[config.mk]
export PLATFORM = sky130hd
export DESIGN_NAME = gmmbg_csr
export DESIGN_NICKNAME = d
export VERILOG_FILES = /design/src/sv/gmmbg_pkg.sv /design/src/sv/gmmbg_csr.sv
export SDC_FILE = /design/constraint.sdc
export NUM_CORES = 1
export LEC_CHECK = 0
export ABC_CLOCK_PERIOD_IN_PS = 2000
export BUFFER_PORTS_ARGS = -buffer_cell sky130_fd_sc_hd__buf_2
export CAP_MARGIN = 0
export CORE_MARGIN = 3
export CORE_UTILIZATION = 51
export CTS_CLUSTER_DIAMETER = 150
export CTS_CLUSTER_SIZE = 14
export DETAILED_ROUTE_END_ITERATION = 8
export PLACE_DENSITY_LB_ADDON = 0.12
export SLEW_MARGIN = 0
export SYNTH_ARGS = -nofsm -noshare
export SYNTH_HDL_FRONTEND = slang
export SYNTH_SLANG_ARGS = --single-unit
[constraint.sdc]
create_clock -name clock -period 2 [get_ports clock]
set_clock_uncertainty 0.2 [all_clocks]
set_input_delay 0.1 -clock clock [delete_from_list [all_inputs] [get_ports clock]]
set_output_delay 0.1 -clock clock [all_outputs]
set_load 0.1 [all_outputs]
[src/sv/gmmbg_pkg.sv]
// ----------------------------------------------------------------------------
// gmmbg_pkg
// shared types, register indexes and helpers of the gaussian mixture
// background updater
// ----------------------------------------------------------------------------
package gmmbg_pkg;

   localparam int PIXEL_INDEX_W = 19;
   localparam int CSR_INDEX_W   = 3;
   localparam int CSR_DATA_W    = 17;
   localparam int DIV_Q_W       = 17;
   localparam int DIV_N_W       = 33;
   localparam int DIV_D_W       = 20;

   // register indexes
   localparam logic [CSR_INDEX_W-1:0] CSR_LEARNING_RATE    = 3'd0;
   localparam logic [CSR_INDEX_W-1:0] CSR_BACKGROUND_RATIO = 3'd1;
   localparam logic [CSR_INDEX_W-1:0] CSR_MATCH_BG         = 3'd2;
   localparam logic [CSR_INDEX_W-1:0] CSR_MATCH_FIT        = 3'd3;
   localparam logic [CSR_INDEX_W-1:0] CSR_VARIANCE_INITIAL = 3'd4;
   localparam logic [CSR_INDEX_W-1:0] CSR_VARIANCE_FLOOR   = 3'd5;
   localparam logic [CSR_INDEX_W-1:0] CSR_VARIANCE_CEILING = 3'd6;

   // register reset values
   localparam logic [16:0] RST_LEARNING_RATE    = 17'd655;
   localparam logic [16:0] RST_BACKGROUND_RATIO = 17'd58982;
   localparam logic [11:0] RST_MATCH_BG         = 12'd256;
   localparam logic [11:0] RST_MATCH_FIT        = 12'd144;
   localparam logic [15:0] RST_VARIANCE_INITIAL = 16'd3840;
   localparam logic [15:0] RST_VARIANCE_FLOOR   = 16'd1024;
   localparam logic [15:0] RST_VARIANCE_CEILING = 16'd19200;

   localparam logic [16:0] ONE_Q16    = 17'h10000;
   localparam logic [16:0] WEIGHT_MAX = 17'h1FFFF;

   // color channel codes
   localparam logic [1:0] CH_RED   = 2'd0;
   localparam logic [1:0] CH_GREEN = 2'd1;
   localparam logic [1:0] CH_BLUE  = 2'd2;

   typedef struct packed {
      logic [PIXEL_INDEX_W-1:0] pixel_index;
      logic [7:0]               red;
      logic [7:0]               green;
      logic [7:0]               blue;
   } req_type;

   typedef struct packed {
      logic       foreground;
      logic [7:0] bg_red;
      logic [7:0] bg_green;
      logic [7:0] bg_blue;
   } rsp_type;

   typedef struct packed {
      logic [16:0] learning_rate;
      logic [16:0] background_ratio;
      logic [11:0] match_threshold_bg;
      logic [11:0] match_threshold_fit;
      logic [15:0] variance_initial;
      logic [15:0] variance_floor;
      logic [15:0] variance_ceiling;
   } cfg_type;

   typedef struct packed {
      logic [16:0] weight;
      logic [15:0] variance;
      logic [15:0] mean_r;
      logic [15:0] mean_g;
      logic [15:0] mean_b;
   } mode_type;

   typedef struct packed {
      logic               start;
      logic [DIV_N_W-1:0] dividend;
      logic [DIV_D_W-1:0] divisor;
   } div_req_type;

   typedef struct packed {
      logic               done;
      logic [DIV_Q_W-1:0] quotient;
   } div_rsp_type;

   typedef enum logic [4:0] {
      S_CLEAR,
      S_IDLE,
      S_WRAP,
      S_READ,
      S_LOAD,
      S_DECAY,
      S_DIST,
      S_TBG,
      S_TFIT,
      S_TEST,
      S_KWAIT,
      S_MEAN,
      S_VAR,
      S_CLAMP,
      S_SAVE,
      S_BUBBLE,
      S_NEXT,
      S_RENORM,
      S_RNWAIT,
      S_ADD,
      S_ADECAY,
      S_WRITE
   } state_type;

   function automatic logic [15:0] mean_get(mode_type m, logic [1:0] ch);
      logic [15:0] r;
      case (ch)
         CH_RED:   r = m.mean_r;
         CH_GREEN: r = m.mean_g;
         default:  r = m.mean_b;
      endcase
      return r;
   endfunction

   function automatic mode_type mean_set(mode_type m, logic [1:0] ch, logic [15:0] v);
      mode_type r;
      r = m;
      case (ch)
         CH_RED:   r.mean_r = v;
         CH_GREEN: r.mean_g = v;
         default:  r.mean_b = v;
      endcase
      return r;
   endfunction

   // pixel channel as q8.8
   function automatic logic [15:0] pixel_get(req_type q, logic [1:0] ch);
      logic [15:0] r;
      case (ch)
         CH_RED:   r = {q.red, 8'h00};
         CH_GREEN: r = {q.green, 8'h00};
         default:  r = {q.blue, 8'h00};
      endcase
      return r;
   endfunction

endpackage

[src/sv/gmmbg_csr.sv]
// ----------------------------------------------------------------------------
// gmmbg_csr
// configuration registers, write only
// ----------------------------------------------------------------------------
module gmmbg_csr (
   input  logic                                clock,
   input  logic                                reset,
   input  logic                                csr_wen,
   input  logic [gmmbg_pkg::CSR_INDEX_W-1:0]   csr_index,
   input  logic [gmmbg_pkg::CSR_DATA_W-1:0]    csr_wdata,
   output gmmbg_pkg::cfg_type                  cfg
);

   gmmbg_pkg::cfg_type cfg_ff, cfg_in;

   always_comb begin
      cfg_in = cfg_ff;
      if (csr_wen) begin
         unique case (csr_index)
            gmmbg_pkg::CSR_LEARNING_RATE:    cfg_in.learning_rate       = csr_wdata;
            gmmbg_pkg::CSR_BACKGROUND_RATIO: cfg_in.background_ratio    = csr_wdata;
            gmmbg_pkg::CSR_MATCH_BG:         cfg_in.match_threshold_bg  = csr_wdata[11:0];
            gmmbg_pkg::CSR_MATCH_FIT:        cfg_in.match_threshold_fit = csr_wdata[11:0];
            gmmbg_pkg::CSR_VARIANCE_INITIAL: cfg_in.variance_initial    = csr_wdata[15:0];
            gmmbg_pkg::CSR_VARIANCE_FLOOR:   cfg_in.variance_floor      = csr_wdata[15:0];
            gmmbg_pkg::CSR_VARIANCE_CEILING: cfg_in.variance_ceiling    = csr_wdata[15:0];
            default: ;
         endcase
      end
   end

   always_ff @(posedge clock) begin
      if (reset) begin
         cfg_ff.learning_rate       <= gmmbg_pkg::RST_LEARNING_RATE;
         cfg_ff.background_ratio    <= gmmbg_pkg::RST_BACKGROUND_RATIO;
         cfg_ff.match_threshold_bg  <= gmmbg_pkg::RST_MATCH_BG;
         cfg_ff.match_threshold_fit <= gmmbg_pkg::RST_MATCH_FIT;
         cfg_ff.variance_initial    <= gmmbg_pkg::RST_VARIANCE_INITIAL;
         cfg_ff.variance_floor      <= gmmbg_pkg::RST_VARIANCE_FLOOR;
         cfg_ff.variance_ceiling    <= gmmbg_pkg::RST_VARIANCE_CEILING;
      end else begin
         cfg_ff <= cfg_in;
      end
   end

   assign cfg = cfg_ff;

endmodule

==> impl_metrics.toml <==
[setup_path]
critPathRequiredTime_ns = 1.70
timing.rr.end = "cfg[71]"
r2r.worst_path.cells = 2
path_delay_family = "buffers and inverters"
cp_num_buf_inv = 1
r2r_start = "cfg[71]"
cp_max_fo = 2
worstPathCellList = "buf_2"
setup.worst_path.start_class = "flip-flop"
worst_ep_arrival_time_ns = 1.17
crit_path_top_delay_cell = "buf_2"
critical_path_s_largest_stage_delay_ns = 0.44
reg2reg_setup_slack_ns = 1.16
end_kind = "primary output"
timing_worst_setup_path_type = "flip-flop to primary output"

[sta]
fin_crit_sh_pct = 73.5
fmax_ghz = 0.680
timing_hold_violations_final = 0
timing.slew.headroom_pct = 55.5
post-route-min-period_ns = 1.47
timing.final.max_slew_violations = 0
finalSetupViolCount = 0
finalHoldWorstSlack_ns = 0.0287
setup_tns_ns = 0
unrepaired_setup_endpoints_after_global_routing = "no"
final_critical_path_setup_slack_ns = 0.530
worst_slew_pin_slew_ns = 0.665

[finish]
drive_gt1_share_pct = 29.9
final-instance-count-excl-fill = 637
final_core_utilization_pct = 67.8
flow.area_growth_from_synthesis_pct = 27.1
final_nets = 553
multi_input_comb_area_um2 = 1950
diodes = 0
largest_reg_flops = 106
mostFrequentLayoutCell = "buf_2"
storage_element_area_um2 = 2120
mostFrequentLayoutCells = "127 x buf_2, 106 x mux2i_1, 106 x dfxtp_1"
fillCellCount = 658

[clock_tree]
clkSlewWorstSetupHoldPaths_ns = 0.10
postCtsSetupRepairBufs = 0
h_tree_levels = 3
cts-root-buf = "clkbuf_8"
clkLatencyLatePin_ns = 0.34
cts_inserted_buffers = 9
tritoncts_clock_tree = "built"
ctsLongestPathBuffers = 2
numClockSinks = 106

[grt]
grt_start_max_net_pins = 57
globalRouteOverflowTotal = 0
vias_in_the_first_global_route = 3177
global_route.usage.total_pct = 21.0
antenna_found_initial = 0
global_route_wire_length_before_repair_um = 16000

[power_and_ir_drop]
power.net_switching_mw = 1.22
seq_power_share_pct = 49.8
power.share.clock_pct = 34.9
power-per-cell-area_nw_per_um2 = 818
power.switching_fraction_pct = 27.9
p_leak_nw = 2.70
intPower_mw = 3.16
vdd.ir_drop.worst_mv = 0.404
power.share.combinational_pct = 15.3

[drt]
routed_wirelength_um = 9900
route.antenna.remaining_nets = 0
wl_per_cell_um = 15.5
detailroute.via_count = 3145
initial_drt_pass_iterations = 4
routed_via_density = 4.94
iter_0_drt_violations = 76
drc_errors = 0

[floorplan]
initial_core_util_pct = 53.4
dieArea_um2 = 9380
io_pins = 129
die_x_um = 96.9
core_area_um2 = 7890
row_count = 32
floorplan.die.height_um = 96.9

[synth]
synth_fa_ha_area_share_pct = 0
synth_mux_area_share_pct = 25.2
synth-seq-area-share_pct = 50.4
postSynthRegisterBits = 106
ys_types = 14
netlist_area_um2 = 4210
synth_top_family_by_area = "multiplexers"
synth-xor-area-share_pct = 0
post_synthesis_cells = 392
synth_compound_area_share_pct = 0
postSynthAreaPerCell_um2 = 10.7
yosysWarningCount = 0
mapped_nets = 415
post_synth_and_or_nand_nor_area_fraction_pct = 20.6

[place]
placed_cells = 604
detailedPlace.worstSlack_ns = 0.527
gp_congestion = 0.805
dp.final_hpwl_um = 7100
portBuffers = 128

[worst_hold_path]
holdPathEnd = "cfg[105]"
holdCritStartpoint = "csr_index[0]"
min_path_type = "primary input to flip-flop"
holdPathStages = 3

[outcome]
status = "finished, final reports clean"

[run]
max_cap_violations = 0
## power by group through the flow
stage / Sequential (mW) / Combinational, mW / Clock (mW)
after global placement: 2.23 / 0.639 / 0
after floorplan: 2.57 / 0.184 / 0
after global routing: 2.19 / 0.699 / 1.63
final: 2.18 / 0.668 / 1.53
after CTS: 2.18 / 0.671 / 1.55
after detailed placement: 2.23 / 0.645 / 0
## how the worst max path moves through the flow
stage               slack, ns       to  cells after the start         start
CTS                      0.51  cfg[13]                      1       cfg[13]
floorplan                0.53  cfg[98]                      5  csr_index[1]
detailed placement       0.53  cfg[99]                      3  csr_index[0]
global placement         0.55  cfg[98]                      3  csr_index[0]
finish                   0.53  cfg[29]                      1       cfg[29]
global route             0.50  cfg[69]                      1       cfg[69]
## synthesized netlist by cell type
cell type  count  area (um2)
buf_1          1        3.75
buf_2         12        60.1
buf_4          1        7.51
buf_6          3        33.8
clkbuf_1      15        56.3
dfxtp_1      106        2120
mux2i_1      106        1060
nand2b_1      96         601
nand4b_1       3        26.3
nand4bb_1      2        22.5
nor2_1        42         158
nor4b_2        1        15.0
nor4bb_1       3        30.0
or4b_4         1        13.8
## tightest hold or removal path: stages
cell,delay (ns)
buf_2,0.18
nor4b_2,0.12
mux2i_1,0.12
## cells by family after synthesis
| kind of cell | count (synthesis) |
|---|---|
| mux | 106 |
| simple gates | 148 |
| buf+inv | 32 |
| flops | 106 |
## through the flow
step | total power, mW | area [um2]
2_1_floorplan | 2.75 | 4210
3_3_place_gp | 2.87 | 4950
3_5_place_dp | 2.87 | 4950
4_1_cts | 4.40 | 5350
5_1_grt | 4.52 | 5350
6_report | 4.38 | 5350
## area by class of cell
cell class | count | share of cell area (%)
clock buffers | 11 | 2.46
clock inverters | 5 | 1.92
multi-input cells | 254 | 36.4
flip-flops and latches | 106 | 39.7
well taps | 102 | 2.39
repair buffers | 159 | 17.2
## metal layers
metal / global-route usage [%] / vias up / routed length (um)
li1: - / 1563 / -
met1: 27.2 / 1486 / 4700
met2: 34.9 / 85 / 4570
met3: 4.33 / 11 / 502
met4: 6.91 / 0 / 131
met5: 0 / - / 0
## timing repair
item | in CTS | in global routing
resized for setup | 0 | 0
hold buffers | 17 | 0
hold endpoints to repair | 79 | 0
No activity file was read; power rests on OpenSTA's default activity.
