$ cat src/sv/gmmbg_pkg.sv
// ----------------------------------------------------------------------------
// gmmbg_pkg
// shared types, register indexes and helpers of the gaussian mixture
// background updater
// ----------------------------------------------------------------------------
package gmmbg_pkg;

   localparam int PIXEL_INDEX_W = 19;
   localparam int CSR_INDEX_W   = 3;
   localparam int CSR_DATA_W    = 17;
   localparam int DIV_Q_W       = 17;
   localparam int DIV_N_W       = 33;
   localparam int DIV_D_W       = 20;

   // register indexes
   localparam logic [CSR_INDEX_W-1:0] CSR_LEARNING_RATE    = 3'd0;
   localparam logic [CSR_INDEX_W-1:0] CSR_BACKGROUND_RATIO = 3'd1;
   localparam logic [CSR_INDEX_W-1:0] CSR_MATCH_BG         = 3'd2;
   localparam logic [CSR_INDEX_W-1:0] CSR_MATCH_FIT        = 3'd3;
   localparam logic [CSR_INDEX_W-1:0] CSR_VARIANCE_INITIAL = 3'd4;
   localparam logic [CSR_INDEX_W-1:0] CSR_VARIANCE_FLOOR   = 3'd5;
   localparam logic [CSR_INDEX_W-1:0] CSR_VARIANCE_CEILING = 3'd6;

   // register reset values
   localparam logic [16:0] RST_LEARNING_RATE    = 17'd655;
   localparam logic [16:0] RST_BACKGROUND_RATIO = 17'd58982;
   localparam logic [11:0] RST_MATCH_BG         = 12'd256;
   localparam logic [11:0] RST_MATCH_FIT        = 12'd144;
   localparam logic [15:0] RST_VARIANCE_INITIAL = 16'd3840;
   localparam logic [15:0] RST_VARIANCE_FLOOR   = 16'd1024;
   localparam logic [15:0] RST_VARIANCE_CEILING = 16'd19200;

   localparam logic [16:0] ONE_Q16    = 17'h10000;
   localparam logic [16:0] WEIGHT_MAX = 17'h1FFFF;

   // color channel codes
   localparam logic [1:0] CH_RED   = 2'd0;
   localparam logic [1:0] CH_GREEN = 2'd1;
   localparam logic [1:0] CH_BLUE  = 2'd2;

   typedef struct packed {
      logic [PIXEL_INDEX_W-1:0] pixel_index;
      logic [7:0]               red;
      logic [7:0]               green;
      logic [7:0]               blue;
   } req_type;

   typedef struct packed {
      logic       foreground;
      logic [7:0] bg_red;
      logic [7:0] bg_green;
      logic [7:0] bg_blue;
   } rsp_type;

   typedef struct packed {
      logic [16:0] learning_rate;
      logic [16:0] background_ratio;
      logic [11:0] match_threshold_bg;
      logic [11:0] match_threshold_fit;
      logic [15:0] variance_initial;
      logic [15:0] variance_floor;
      logic [15:0] variance_ceiling;
   } cfg_type;

   typedef struct packed {
      logic [16:0] weight;
      logic [15:0] variance;
      logic [15:0] mean_r;
      logic [15:0] mean_g;
      logic [15:0] mean_b;
   } mode_type;

   typedef struct packed {
      logic               start;
      logic [DIV_N_W-1:0] dividend;
      logic [DIV_D_W-1:0] divisor;
   } div_req_type;

   typedef struct packed {
      logic               done;
      logic [DIV_Q_W-1:0] quotient;
   } div_rsp_type;

   typedef enum logic [4:0] {
      S_CLEAR,
      S_IDLE,
      S_WRAP,
      S_READ,
      S_LOAD,
      S_DECAY,
      S_DIST,
      S_TBG,
      S_TFIT,
      S_TEST,
      S_KWAIT,
      S_MEAN,
      S_VAR,
      S_CLAMP,
      S_SAVE,
      S_BUBBLE,
      S_NEXT,
      S_RENORM,
      S_RNWAIT,
      S_ADD,
      S_ADECAY,
      S_WRITE
   } state_type;

   function automatic logic [15:0] mean_get(mode_type m, logic [1:0] ch);
      logic [15:0] r;
      case (ch)
         CH_RED:   r = m.mean_r;
         CH_GREEN: r = m.mean_g;
         default:  r = m.mean_b;
      endcase
      return r;
   endfunction

   function automatic mode_type mean_set(mode_type m, logic [1:0] ch, logic [15:0] v);
      mode_type r;
      r = m;
      case (ch)
         CH_RED:   r.mean_r = v;
         CH_GREEN: r.mean_g = v;
         default:  r.mean_b = v;
      endcase
      return r;
   endfunction

   // pixel channel as q8.8
   function automatic logic [15:0] pixel_get(req_type q, logic [1:0] ch);
      logic [15:0] r;
      case (ch)
         CH_RED:   r = {q.red, 8'h00};
         CH_GREEN: r = {q.green, 8'h00};
         default:  r = {q.blue, 8'h00};
      endcase
      return r;
   endfunction

endpackage

$ cat src/sv/gmmbg_divider.sv
// ----------------------------------------------------------------------------
// gmmbg_divider
// restoring divider, one quotient bit per cycle, quotient below 2^17
// ----------------------------------------------------------------------------
module gmmbg_divider (
   input  logic                    clock,
   input  logic                    reset,
   input  gmmbg_pkg::div_req_type  div_req,
   output gmmbg_pkg::div_rsp_type  div_rsp
);

   localparam int QW  = gmmbg_pkg::DIV_Q_W;
   localparam int NW  = gmmbg_pkg::DIV_N_W;
   localparam int DW  = gmmbg_pkg::DIV_D_W;
   localparam int SW  = DW + QW - 1;
   localparam int CW  = $clog2(QW);

   logic          busy_ff, busy_in;
   logic          done_ff, done_in;
   logic [CW-1:0] cnt_ff, cnt_in;
   logic [NW-1:0] rem_ff, rem_in;
   logic [SW-1:0] den_ff, den_in;
   logic [QW-1:0] quo_ff, quo_in;

   always_comb begin
      logic take;
      busy_in = busy_ff;
      done_in = 1'b0;
      cnt_in  = cnt_ff;
      rem_in  = rem_ff;
      den_in  = den_ff;
      quo_in  = quo_ff;
      take    = 1'b0;
      if (div_req.start) begin
         busy_in = 1'b1;
         cnt_in  = CW'(QW - 1);
         rem_in  = div_req.dividend;
         den_in  = {div_req.divisor, {(QW-1){1'b0}}};
         quo_in  = '0;
      end else if (busy_ff) begin
         take = (SW'(rem_ff) >= den_ff);
         if (take) begin
            rem_in = rem_ff - NW'(den_ff);
         end
         quo_in = {quo_ff[QW-2:0], take};
         den_in = den_ff >> 1;
         if (cnt_ff == '0) begin
            busy_in = 1'b0;
            done_in = 1'b1;
         end else begin
            cnt_in = cnt_ff - CW'(1);
         end
      end
   end

   always_ff @(posedge clock) begin
      if (reset) begin
         busy_ff <= 1'b0;
         done_ff <= 1'b0;
      end else begin
         busy_ff <= busy_in;
         done_ff <= done_in;
      end
   end

   always_ff @(posedge clock) begin
      cnt_ff <= cnt_in;
      rem_ff <= rem_in;
      den_ff <= den_in;
      quo_ff <= quo_in;
   end

   assign div_rsp.done     = done_ff;
   assign div_rsp.quotient = quo_ff;

endmodule

$ cat config.mk
export PLATFORM = sky130hd
export DESIGN_NAME = gmmbg_divider
export DESIGN_NICKNAME = d
export VERILOG_FILES = /design/src/sv/gmmbg_pkg.sv /design/src/sv/gmmbg_divider.sv
export SDC_FILE = /design/constraint.sdc
export NUM_CORES = 1
export LEC_CHECK = 0
export BUFFER_PORTS_ARGS = -buffer_cell sky130_fd_sc_hd__buf_4
export CAP_MARGIN = 20
export CORE_AREA = 2 2 112 114
export DETAILED_ROUTE_END_ITERATION = 8
export DIE_AREA = 0 0 114 116
export GPL_TIMING_DRIVEN = 0
export PLACE_DENSITY = 0.73
export SYNTH_ARGS = -nofsm -noshare
export SYNTH_HDL_FRONTEND = slang
export SYNTH_SLANG_ARGS = --single-unit
export TNS_END_PERCENT = 5
$ cat constraint.sdc
create_clock -name clock -period 5.59 [get_ports clock]
set_clock_uncertainty 0.05 [all_clocks]
set_input_delay 0.2795 -clock clock [delete_from_list [all_inputs] [get_ports clock]]
set_output_delay 0.2795 -clock clock [all_outputs]
set_load 0.01 [all_outputs]
==> results of run 1 <==
-- layout make-up --
| cell class | instances | area (µm²) |
|---|---|---|
| fillers | 1100 | 5030 |
| clock buffers | 12 | 246 |
| flip-flops and latches | 93 | 2390 |
| inverters | 49 | 184 |
| multi-input cells | 475 | 3130 |
| repair buffers | 74 | 576 |
| plain buffers | 29 | 144 |
| clock inverters | 4 | 23.8 |
| well taps | 147 | 184 |
-- final timing paths --
check | slack, ns | depth (start not counted) | from | end
setup / recovery | 2.03 | 12 | rem_ff[0] | rem_ff[19]
hold / removal | 0.04 | 2 | reset | busy_ff
setup reg to reg | 2.03 | 12 | rem_ff[0] | rem_ff[19]
hold reg to reg | 0.42 | 2 | cnt_ff[4] | cnt_ff[4]
-- power groups by stage --
stage	clock network (mW)	registers, mW	logic [mW]
2_1_floorplan	0	0.839	0.544
5_1_grt	0.603	0.839	0.806
6_report	0.571	0.833	0.722
4_1_cts	0.581	0.833	0.715
3_3_place_gp	0	0.847	0.692
3_5_place_dp	0	0.848	0.711
-- synth_stat cells (3+ instances only) --
library cell   n  area share
nor2b_1        4      0.0043
buf_1          3      0.0019
nand4_1        4      0.0043
nand2b_1       6      0.0064
a31oi_1        3      0.0032
o31ai_1        9       0.012
clkbuf_1      19       0.012
o21a_1         9       0.012
dfxtp_1       40        0.14
o21bai_1       9       0.012
o21ai_1        6      0.0051
xor2_1         4      0.0060
nor4_1         3      0.0032
ha_1          34       0.073
nor3_1         9      0.0077
o211ai_1       3      0.0039
o21ai_0       49       0.042
nor2_1        63       0.040
edfxtp_1      53        0.27
and2_1         4      0.0043
and3_1         4      0.0043
mux2i_1       34       0.058
a22o_1         4      0.0060
a21o_1        16       0.021
nand2_1       90       0.058
nand3_1       14       0.012
inv_1         49       0.031
xnor2_1       16       0.024
clkbuf_2       3      0.0026
a211oi_1       3      0.0039
a21oi_1       27       0.023
-- placed cells by master (no fill, tap or decap), types with 9 or more instances in the layout --
master	count
buf_4	74
clkbuf_1	21
inv_1	49
a21o_1	16
nand3_1	14
mux2i_1	34
xnor2_1	16
edfxtp_1	53
dfxtp_1	40
o21bai_1	9
o21a_1	9
nor2_1	63
ha_1	34
nand2_1	90
a21oi_1	27
nor3_1	9
o21ai_0	48
o31ai_1	9
clkbuf_16	9
-- flip-flops by register name (all words and copies together) (netlist names) --
register	cells
done_ff	1
quo_ff	17
busy_ff	1
cnt_ff	5
rem_ff	33
den_ff	36
-- per-stage QoR --
stage | worst slack, ns | total power [mW] | util | setup TNS [ns]
CTS | 2.01 | 2.13 | 0.578 | 0
detailed placement | 2.02 | 1.56 | 0.555 | 0
finish | 2.03 | 2.13 | 0.578 | 0
global route | 1.79 | 2.25 | 0.578 | 0
floorplan | 0.588 | 1.38 | - | 0
global placement | -1.24 | 1.54 | 0.552 | -40.70
-- cell families (layout without fill, tap and decap cells) --
| logic type | after synthesis | count (layout) | synth area share |
|---|---|---|---|
| simple gates | 219 | 219 | 0.169 |
| mux | 34 | 34 | 0.0583 |
| compound gates | 167 | 167 | 0.200 |
| xor+xnor | 20 | 20 | 0.0300 |
| fa+ha+maj | 35 | 35 | 0.0762 |
| flops | 93 | 93 | 0.410 |
| buf+inv | 78 | 168 | 0.0561 |
-- per-layer routing --
layer / up-vias / GRT usage / share of wire
met2: 140 / 0.351 / 0.44
met3: 19 / 0.0492 / 0.067
met1: 2239 / 0.304 / 0.48
met5: - / 0 / 0
li1: 2462 / - / -
met4: 0 / 0.0797 / 0.019
==> results.toml, run 1 <==
[setup_path]
cp_data_required_time_ns = 5.59
critPathCaptureType = "register"
cp_cell_sequence = "inv_1 -> ha_1 -> fa_1 -> nand2b_1 -> a21boi_0 -> o21ai_0 -> a211oi_4 -> o211ai_1 -> nand3_1 -> o21bai_1 -> o21ai_4 -> buf_16"
cp.arrival_ns = 3.57
critPathTopFamily = "compound AO/OA/AOI/OAI gates"
crit_type = "reg2reg"
start_kind = "register"
cp_max_fo = 21
crit_buf_inv = 2
slowest_stage = "o21ai_4"
slowest_delay_ns = 0.48

[synthesis]
syn-mean-instance-area_um2 = 9.04
synth_edf_count = 53
synthArstFlopShare = 0
yosysSeqAreaShare = 0.410
synth_area_mm2 = 0.00584
ys_ff_latch = 93
synth_warnings = 0
synthFlopType = "edfxtp_1"
syn_nets = 737
netlist_instances = 646
netlist-cell-type-count = 72

[sta]
fin_crit_sh = 0.637
timing.hold.ws_ns = 0.0382
fin_crit_ns = 3.56
tightest_slew_ns = 0.741
finalSetupViolCount = 0
rsz0062_at_grt = "no"
timing.fmax_ghz = 0.281
slew_headroom = 0.506
maxSlewViolCount = 0
final_hold_viol_count = 0

[cts]
clk_root_buffer_cell = "clkbuf_16"
clkSlewWorstSetupHoldPaths_ns = 0.06
hold_buffers = 0
htreeDepth = 3
cts_resized = 0
cts_tree = "built"
cts_sinks = 93
postCtsSetupBuffers = 0
clock_latency_ns = 0.35
cts_buffer_depth = 2
cts_inserted_buffers = 9

[power_and_ir_drop]
clock_power_share = 0.269
worst_ir_drop_vdd_mv = 0.253
combPwrFrac = 0.339
p_sw_uw = 703
powerDensity_mw_per_mm2 = 309
p_int_mw = 1.42
p_leak_nw = 2.86
seqPwrFrac = 0.392
switching_share = 0.331

[routing]
route.detailed.drc = 0
dr.pass1.iters = 4
finalWirelength_um = 14200
ant_nets = 0
vias = 4860
post_drt_wl_per_cell_um = 16.0
via_per_inst = 5.50
drt_iter0_drc = 272

[global_routing]
grt_max_degree = 22
grt_pass1_vias = 4778
grtUsageTotal = 0.223
overflow = 0
antenna_found_initial = 0
grt_first_pass_wirelength_um = 23100

[die]
coreArea_mm2 = 0.0119
io_pins = 74
fp.dieW_um = 114
die_h_um = 116
initial_core_util = 0.490
dieArea_mm2 = 0.0132
rows = 40

[placed_design]
placed_area_mm2 = 0.00661
dp_hpwl_um = 10800
gp_congestion = 0.906
dp_cells = 867
io_buffers = 73

[final_layout]
area_growth_pct = 17.8
final_area_mm2 = 0.00688
final_cells = 883
drive_gt1_frac = 0.158
insertedDiodeCount = 0
final_nets = 822

[min_path]
hold_path.class = "in2reg"

[outcome]
status = "complete, no violations"

[run]
drv_cap = 0
Power figures use the tool's default switching activity.
==> run 2: changes to the inputs <==
==> constraint.sdc (replaced) <==
create_clock -name clock -period 3.32 [get_ports clock]
set_clock_uncertainty 0.05 [all_clocks]
set_input_delay 0.166 -clock clock [delete_from_list [all_inputs] [get_ports clock]]
set_output_delay 0.166 -clock clock [all_outputs]
set_load 0.01 [all_outputs]
==> results.toml, run 2 (same netlist as run 1, synthesis figures left out) <==
[cts]
htreeDepth = 3
cts_inserted_buffers = 9
clkSlewWorstSetupHoldPaths_ns = 0.07
cts_buffer_depth = 2
clock_latency_ns = 0.35
cts_sinks = 93
clk_root_buffer_cell = "clkbuf_16"
cts_tree = "built"

[final_layout]
top_regs = "den_ff (36), rem_ff (33), quo_ff (17)"
insertedDiodeCount = 0
area_growth_pct = 18.9
final_cell_mix = "90 x nand2_1, 75 x buf_4, 63 x nor2_1"
drive_gt1_frac = 0.164
layout_commonest_cell = "nand2_1"
largest_reg_flops = 36
regMostFlops = "den_ff"
n_fill_cell = 1055
final_nets = 825

[die]
die_h_um = 116
dieArea_mm2 = 0.0132
rows = 40
fp.dieW_um = 114
initial_core_util = 0.490
io_pins = 74
coreArea_mm2 = 0.0119

[routing]
finalWirelength_um = 14300
drt_iter0_drc = 262
route.detailed.drc = 0
via_per_inst = 5.58
dr.pass1.iters = 5
vias = 4946
post_drt_wl_per_cell_um = 16.1
ant_nets = 0

[run]
drv_cap = 0

[power_and_ir_drop]
p_int_mw = 2.43
clock_power_share = 0.275
powerDensity_mw_per_mm2 = 522
worst_ir_drop_vdd_mv = 0.334
seqPwrFrac = 0.387
p_leak_nw = 2.90
switching_share = 0.331
p_sw_mw = 1.20
combPwrFrac = 0.338

[setup_path]
critPathCaptureType = "register"
cp_data_required_time_ns = 3.38
crit_type = "reg2reg"
r2r_setup_slack_ns = 0.21
start_kind = "register"
cp_max_fo = 4
cp.arrival_ns = 3.17

[sta]
slew_headroom = 0.509
fin_crit_sh = 0.937
rsz0062_at_grt = "no"
tightest_slew_ns = 0.737
maxSlewViolCount = 0
timing.hold.ws_ns = 0.0450
final_hold_viol_count = 0
timing.fmax_ghz = 0.321
finalSetupViolCount = 0
setup-tns-final_ns = 0
fin_crit_ns = 3.11

[global_routing]
grt_max_degree = 22
overflow = 0
grtUsageTotal = 0.224
antenna_found_initial = 0
grt_first_pass_wirelength_um = 23100
grt_pass1_vias = 4765

[placed_design]
dp_hpwl_um = 10700
gp_congestion = 0.930
io_buffers = 73

[outcome]
status = "complete, no violations"

[min_path]
hold_path.class = "in2reg"
run 2: power by group through the flow:
stage                     clock network (mW)  logic [mW]  registers (mW)
after floorplan                            0       0.921            1.41
after global placement                     0        1.16            1.42
after detailed placement                   0        1.20            1.43
after CTS                               1.02        1.21            1.40
after global routing                    1.07        1.36            1.41
final                                  0.998        1.23            1.40
run 2: routing by layer:
| layer | track usage | vias up | routed length (µm) |
|---|---|---|---|
| met1 | 0.302 | 2317 | 6630 |
| met3 | 0.0486 | 16 | 933 |
| met2 | 0.356 | 146 | 6450 |
| met4 | 0.0837 | 0 | 254 |
| li1 | - | 2467 | - |
| met5 | 0 | - | 0 |
run 2: worst max-delay path, cell delays in order (launching register included):
cell and delay [ns]:
edfxtp_1 0.32, inv_1 0.04, ha_1 0.21, fa_1 0.40, nand2b_1 0.18, a21boi_2 0.17
o21ai_0 0.17, a211oi_4 0.36, buf_4 0.17, o221ai_2 0.16, nor3_1 0.35, o211ai_1 0.13
o211a_1 0.17
run 2: layout make-up:
type,instances,area [µm²],area share
plain buffers,29,144,0.0207
flip-flops and latches,93,2390,0.344
multi-input cells,475,3140,0.452
clock inverters,5,32.5,0.00468
inverters,49,184,0.0265
clock buffers,11,254,0.0366
well taps,147,184,0.0265
repair buffers,77,613,0.0883
run 2: stage by stage:
step	area (µm²)	setup slack (ns)	power, mW	utilization	instances
2_1_floorplan	5850	0.122	2.33	-	646
3_3_place_gp	6590	-0.515	2.59	0.553	866
3_5_place_dp	6610	-0.240	2.62	0.555	867
4_1_cts	6930	0.00491	3.63	0.582	885
5_1_grt	6950	0.0174	3.84	0.583	886
6_report	6950	0.208	3.63	0.583	886
run 2: timing repair:
action	in CTS	in global routing
setup endpoints to repair	33	34
pin swaps	1	2
gates resized for setup	0	3
hold endpoints to repair	2	0
hold buffers	1	0
buffers inserted	1	1
run 2: path summary, 6_finish.rpt:
path,startpoint,endpoint,cells past startpoint
max,rem_ff[0],rem_ff[30],12
min,div_req[8],den_ff[24],3
max reg2reg,rem_ff[0],rem_ff[30],12
min reg2reg,cnt_ff[4],done_ff,1
